[src/smo_pkg.sv]
package smo_pkg;

  localparam int WORD_W = 32;

  localparam logic [1:0] CMD_PUSH     = 2'd0;
  localparam logic [1:0] CMD_POP      = 2'd1;
  localparam logic [1:0] CMD_READ_MID = 2'd2;
  localparam logic [1:0] CMD_DEL_MID  = 2'd3;

  localparam logic [1:0] STAT_OK    = 2'd0;
  localparam logic [1:0] STAT_EMPTY = 2'd1;
  localparam logic [1:0] STAT_FULL  = 2'd2;

  localparam logic signed [WORD_W-1:0] EMPTY_WORD = -32'sd1;

  typedef struct packed {
    logic [1:0]               command;
    logic signed [WORD_W-1:0] push_value;
  } in_item_t;

  typedef struct packed {
    logic signed [WORD_W-1:0] read_value;
    logic [1:0]               status;
  } out_item_t;

  typedef enum logic [2:0] {
    S_IDLE,
    S_DECODE,
    S_RDWAIT,
    S_SHIFT,
    S_EMIT
  } state_t;

  typedef struct packed {
    logic latch_in;
    logic decode;
    logic cap_word;
    logic shift_start;
    logic shift_step;
    logic dec_count;
    logic load_out;
  } ctrl_cmd_t;

  typedef struct packed {
    logic [1:0] command;
    logic       empty;
    logic       start_more;
    logic       step_more;
    logic       out_free;
  } dp_status_t;

endpackage

[src/smo_ctrl.sv]
module smo_ctrl (
  input  logic                  clk,
  input  logic                  rst_n,
  input  logic                  in_valid,
  output logic                  in_stall,
  input  smo_pkg::dp_status_t   sts,
  output smo_pkg::ctrl_cmd_t    cmd
);

  smo_pkg::state_t state_r, state_nxt;

  always_ff @(posedge clk) begin
    if (!rst_n) begin
      state_r <= smo_pkg::S_IDLE;
    end else begin
      state_r <= state_nxt;
    end
  end

  always_comb begin
    state_nxt = state_r;
    case (state_r)
      smo_pkg::S_IDLE: begin
        if (in_valid) state_nxt = smo_pkg::S_DECODE;
      end
      smo_pkg::S_DECODE: begin
        if (sts.command == smo_pkg::CMD_PUSH || sts.empty) state_nxt = smo_pkg::S_EMIT;
        else state_nxt = smo_pkg::S_RDWAIT;
      end
      smo_pkg::S_RDWAIT: begin
        if (sts.command == smo_pkg::CMD_DEL_MID && sts.start_more) state_nxt = smo_pkg::S_SHIFT;
        else state_nxt = smo_pkg::S_EMIT;
      end
      smo_pkg::S_SHIFT: begin
        if (!sts.step_more) state_nxt = smo_pkg::S_EMIT;
      end
      smo_pkg::S_EMIT: begin
        if (sts.out_free) state_nxt = smo_pkg::S_IDLE;
      end
      default: state_nxt = smo_pkg::S_IDLE;
    endcase
  end

  always_comb begin
    cmd      = '0;
    in_stall = 1'b1;
    case (state_r)
      smo_pkg::S_IDLE: begin
        in_stall     = 1'b0;
        cmd.latch_in = in_valid;
      end
      smo_pkg::S_DECODE: begin
        cmd.decode = 1'b1;
      end
      smo_pkg::S_RDWAIT: begin
        cmd.cap_word = 1'b1;
        if (sts.command == smo_pkg::CMD_DEL_MID) begin
          cmd.shift_start = sts.start_more;
          cmd.dec_count   = !sts.start_more;
        end
      end
      smo_pkg::S_SHIFT: begin
        cmd.shift_step = 1'b1;
        cmd.dec_count  = !sts.step_more;
      end
      smo_pkg::S_EMIT: begin
        cmd.load_out = sts.out_free;
      end
      default: cmd = '0;
    endcase
  end

endmodule

[config.mk]
export PLATFORM = sky130hd
export DESIGN_NAME = smo_ctrl
export DESIGN_NICKNAME = d
export VERILOG_FILES = /design/src/smo_pkg.sv /design/src/smo_ctrl.sv
export SDC_FILE = /design/constraint.sdc
export NUM_CORES = 1
export LEC_CHECK = 0
export BUFFER_PORTS_ARGS = -buffer_cell sky130_fd_sc_hd__buf_4
export CORE_AREA = 4 4 41 43
export DETAILED_ROUTE_END_ITERATION = 10
export DIE_AREA = 0 0 45 47
export GPL_TIMING_DRIVEN = 1
export SLEW_MARGIN = 20
export SYNTH_ARGS = -nofsm -noshare
export SYNTH_HDL_FRONTEND = slang
export SYNTH_SLANG_ARGS = --single-unit
[constraint.sdc]
create_clock -name clk -period 1.39 [get_ports clk]
set_input_delay 0.278 -clock clk [delete_from_list [all_inputs] [get_ports clk]]
set_output_delay 0.278 -clock clk [all_outputs]
set_load 0.01 [all_outputs]
# Word-level counts from Yosys, hierarchy flattened
# Cells that the tools add are included.
[totals] input_bits=9 reg_bits=3 out_inout_bits=8
[op_classes] reduce_logical=7 n_eq_ne=8 n_mux=15
[op_table] op="$mux W3" count=5
[op_table] op="$pmux W3 S5" count=1
[op_table] op="$mux W1" count=7
[op_table] op="$eq A3 B2 Y1 const B" count=2
[op_table] op="$ne A2 B2 Y1 const B" count=3
[op_table] op="$eq A3 B1 Y1 const B" count=1
[op_table] op="$eq A3 B3 Y1 const B" count=1
[op_table] op="$logic_not A3 Y1" count=1
[op_table] op="$reduce_and A3 Y1" count=1
[op_table] op="$eq A2 B2 Y1 const B" count=1
[op_table] op="$logic_not A1 Y1" count=2
[op_table] op="$logic_not A2 Y1" count=1
[op_table] op="$mux W2" count=1
[op_table] op="$pmux W1 S2" count=1
[op_table] op="$logic_and A1 B1 Y1" count=1
[op_table] op="$logic_or A1 B1 Y1" count=1

# Longest topological paths before layout
[depth] depth_word=4 mapped_depth=4 depth_no_buf=4

# Worst setup path before layout
# OpenSTA, ideal clock, no wires.
[synth_timing] path_kind="register to output" start="register state_r[1]" end="output cmd[3] (netlist name)" t_arrival_ns=1.031 required_time_ns=1.112 slack_ns=0.081 path_stages_with_launch=4 n_path_buf=0 path_cell_list="dfxtp_1 -> nor3b_2 -> nand4_2 -> inv_1"
[synth_rtl] item="start: declaration" line_no="smo_ctrl.sv:10" text="smo_pkg::state_t state_r, state_nxt;"
[synth_rtl] item="start signal: assignment" line_no="smo_ctrl.sv:14" text="state_r <= smo_pkg::S_IDLE;"
[synth_rtl] item="start signal: assignment" line_no="smo_ctrl.sv:16" text="state_r <= state_nxt;"
[synth_rtl] item="end: declaration" line_no="smo_ctrl.sv:7" text="output smo_pkg::ctrl_cmd_t cmd"

==> results_dict.tcl <==
set metrics [dict create \
    dr.first_iter.drc_count 6 \
    slew_headroom_pct 84.2 \
    topRoutingLayerUsed "met4" \
    dieArea_um2 2120 \
    ys_top_cells_by_count "5 x nor2_1, 4 x nand2_1, 3 x dfxtp_1, 3 x inv_1" \
    largest-register "state_r" \
    worstSkewPairLatency_ns 0.23 \
    fin_crit_ns 1.49 \
    hold_path_depth 3 \
    cts_tree "built" \
    place_congestion 0.652 \
    synth_edf_count 0 \
    synth_mux_area_share_pct 0 \
    first_pass_iters 4 \
    largest_reg_flops 3 \
    synth_xor_xnor_area_share_pct 0 \
    post_drt_wl_per_cell_um 11.5 \
    worst-path-max-fanout 5 \
    drive_above_1_share_pct 68.2 \
    power.total_uw 1170 \
    worstMarginPinSlew_ns 0.236 \
    met2_length_um 479 \
    dp.cells 70 \
    rrSetupSlack_ns 0.11 \
    cts_made_buffers 3 \
    syn-num-nets 44 \
    clock_sinks 3 \
    synth_area_um2 256 \
    reg_top3 "state_r (3)" \
    io_buffers 16 \
    antenna_cells 0 \
    r2r_cells 5 \
    min_to "state_r[2]$_SDFFE_PN0P_" \
    synth_top_flop_cell "dfxtp_1" \
    outcome "finished, violations left" \
    yosysTopAreaCellShare_pct 23.4 \
    drt-met1-wl_um 361 \
    final_cell_area_um2 594 \
    nets 76 \
    cts-root-buf "clkbuf_4" \
    pwr_density_cell_nw_per_um2 1960 \
    r2r_end "state_r[1]$_SDFFE_PN0P_" \
    cts.reportedPaths.clkPinSlew_ns 0.04 \
    ys_warn_count 0 \
    fp.dieW_um 45 \
    combPwrFrac_pct 68.8 \
    p_int_uw 736 \
    cap_violations 0 \
    async_reset_ff_share_pct 0 \
    switchingPower_uw 429 \
    die_h_um 47 \
    rows 13 \
    syn-mean-instance-area_um2 7.33 \
    avgViaCountPerCell 4.73 \
    seq_power_share_pct 18.0 \
    place_area_um2 425 \
    peakVddDrop_mv 0.823 \
    hold_viol 0 \
    worst_slack_ns -0.104 \
    dp_hpwl_um 624 \
    synth_top_family_by_area "simple AND/OR/NAND/NOR gates" \
    setup_viol 5 \
    synth_compound_area_share_pct 22.9 \
    ys_seq_elements 3 \
    ys_types 22 \
    crit_type "reg2out" \
    violations "negative setup slack" \
    syn_to_final_growth_pct 132 \
    grt_pass1_wl_um 1610 \
    coreArea_um2 1300 \
    wirelength_um 935 \
    start_kind "flop" \
    slew_viol_final 0 \
    finalNonFillerCells 81 \
    p_clk_share_pct 13.3 \
    ys_top_cells_by_area "dfxtp_1 23%, nor2_1 7.3%, nand2_1 5.9%" \
    min_from "rst_n" \
    htreeDepth 1 \
    met3_length_um 84 \
    fin_crit_sh_pct 107 \
    switching_share_pct 36.8 \
    overflow 0 \
    rr_startpoint "state_r[0]$_SDFFE_PN0P_" \
    crit_required_ns 1.11 \
    grtUsageTotal_pct 10.6 \
    arrival_ns 1.22 \
    finClkSkew_ns 0.000199 \
    drcViolationCount 0 \
    synth_most_common_cell "nor2_1" \
    synth-seq-area-share_pct 23.4 \
    io_pins 17 \
    rsz0062_at_grt "yes" \
    postSynthCellCount 35 \
    synthAdderAreaFrac_pct 0 \
    antenna_found_initial 0 \
    start_util_pct 19.7 \
    synthSimpleGateAreaFrac_pct 49.3 \
    ant_nets 0 \
    synth_area_leader_cell "dfxtp_1" \
    p_leak_uw 0.000277 \
    fmax_mhz 669 \
    end_kind "primary output" \
    vias 383 \
    min_path_type "in2reg" \
    clock_path_buffers 2 \
    grt_max_degree 6 \
    grt_pass1_vias 383 \
]
-- layout by cell type (no fill, tap or decap), drive strengths merged, types with 2 or more instances in the layout --
master  Yosys  routed
nand2       4       4
a31oi       2       2
clkbuf      0       4
nand3       2       2
dfxtp       3       3
buf         0      27
o21ai       2       2
nor2        5       5
inv         3       3
-- critical path, cell delays in order (launching register included) --
cell,delay (ns)
dfxtp_4,0.36
or3_4,0.42
nor2_2,0.09
buf_4,0.12
-- final cells by class --
class                      instances  area [um2]
tap                               15        18.8
clock buffer                       4        26.3
sequential                         3        71.3
inverter                           3        11.3
fill                             133         707
multi-input combinational         29         234
timing repair buffer              27         233
-- worst max-delay path by stage --
stage / startpoint / to
detailed placement: state_r[0]$_SDFFE_PN0P_ / cmd[1]
CTS: state_r[0]$_SDFFE_PN0P_ / cmd[6]
global placement: state_r[1]$_SDFFE_PN0P_ / cmd[3]
global route: state_r[1]$_SDFFE_PN0P_ / cmd[3]
floorplan: state_r[1]$_SDFFE_PN0P_ / cmd[3]
finish: state_r[0]$_SDFFE_PN0P_ / cmd[6]
-- metal layers --
layer	global-route usage [%]	up-vias
li1	-	190
met3	3.45	4
met1	11.1	169
met5	0	-
met2	18.9	20
met4	5.26	0
-- metrics by stage --
step / hold slack, ns / utilization (%) / TNS [ns] / worst slack [ns]
after floorplan: 0.393 / - / 0 / 0.0813
after global placement: 0.509 / 32.7 / 0 / 0.0850
after detailed placement: 0.511 / 32.7 / 0 / 0.0909
after CTS: 0.269 / 41.5 / -0.319 / -0.0954
after global routing: 0.306 / 45.7 / -0.621 / -0.157
final: 0.299 / 45.7 / -0.288 / -0.104
-- what timing repair did --
action	4_1_cts	5_1_grt
buffers inserted	4	3
hold buffers	0	0
setup endpoints to repair	8	9
pin swaps	5	6
gates resized for setup	18	8
-- cell families after synthesis --
family,after synthesis
simple gates,20
compound gates,9
flops,3
buf+inv,3
-- power groups by stage --
stage,sequential (uW),combinational [uW],clock (uW)
floorplan,171,250,0
global placement,169,493,0
detailed placement,169,495,0
CTS,199,695,161
global route,219,865,171
finish,209,801,155
Note: power is estimated with default switching activity, not from simulation.
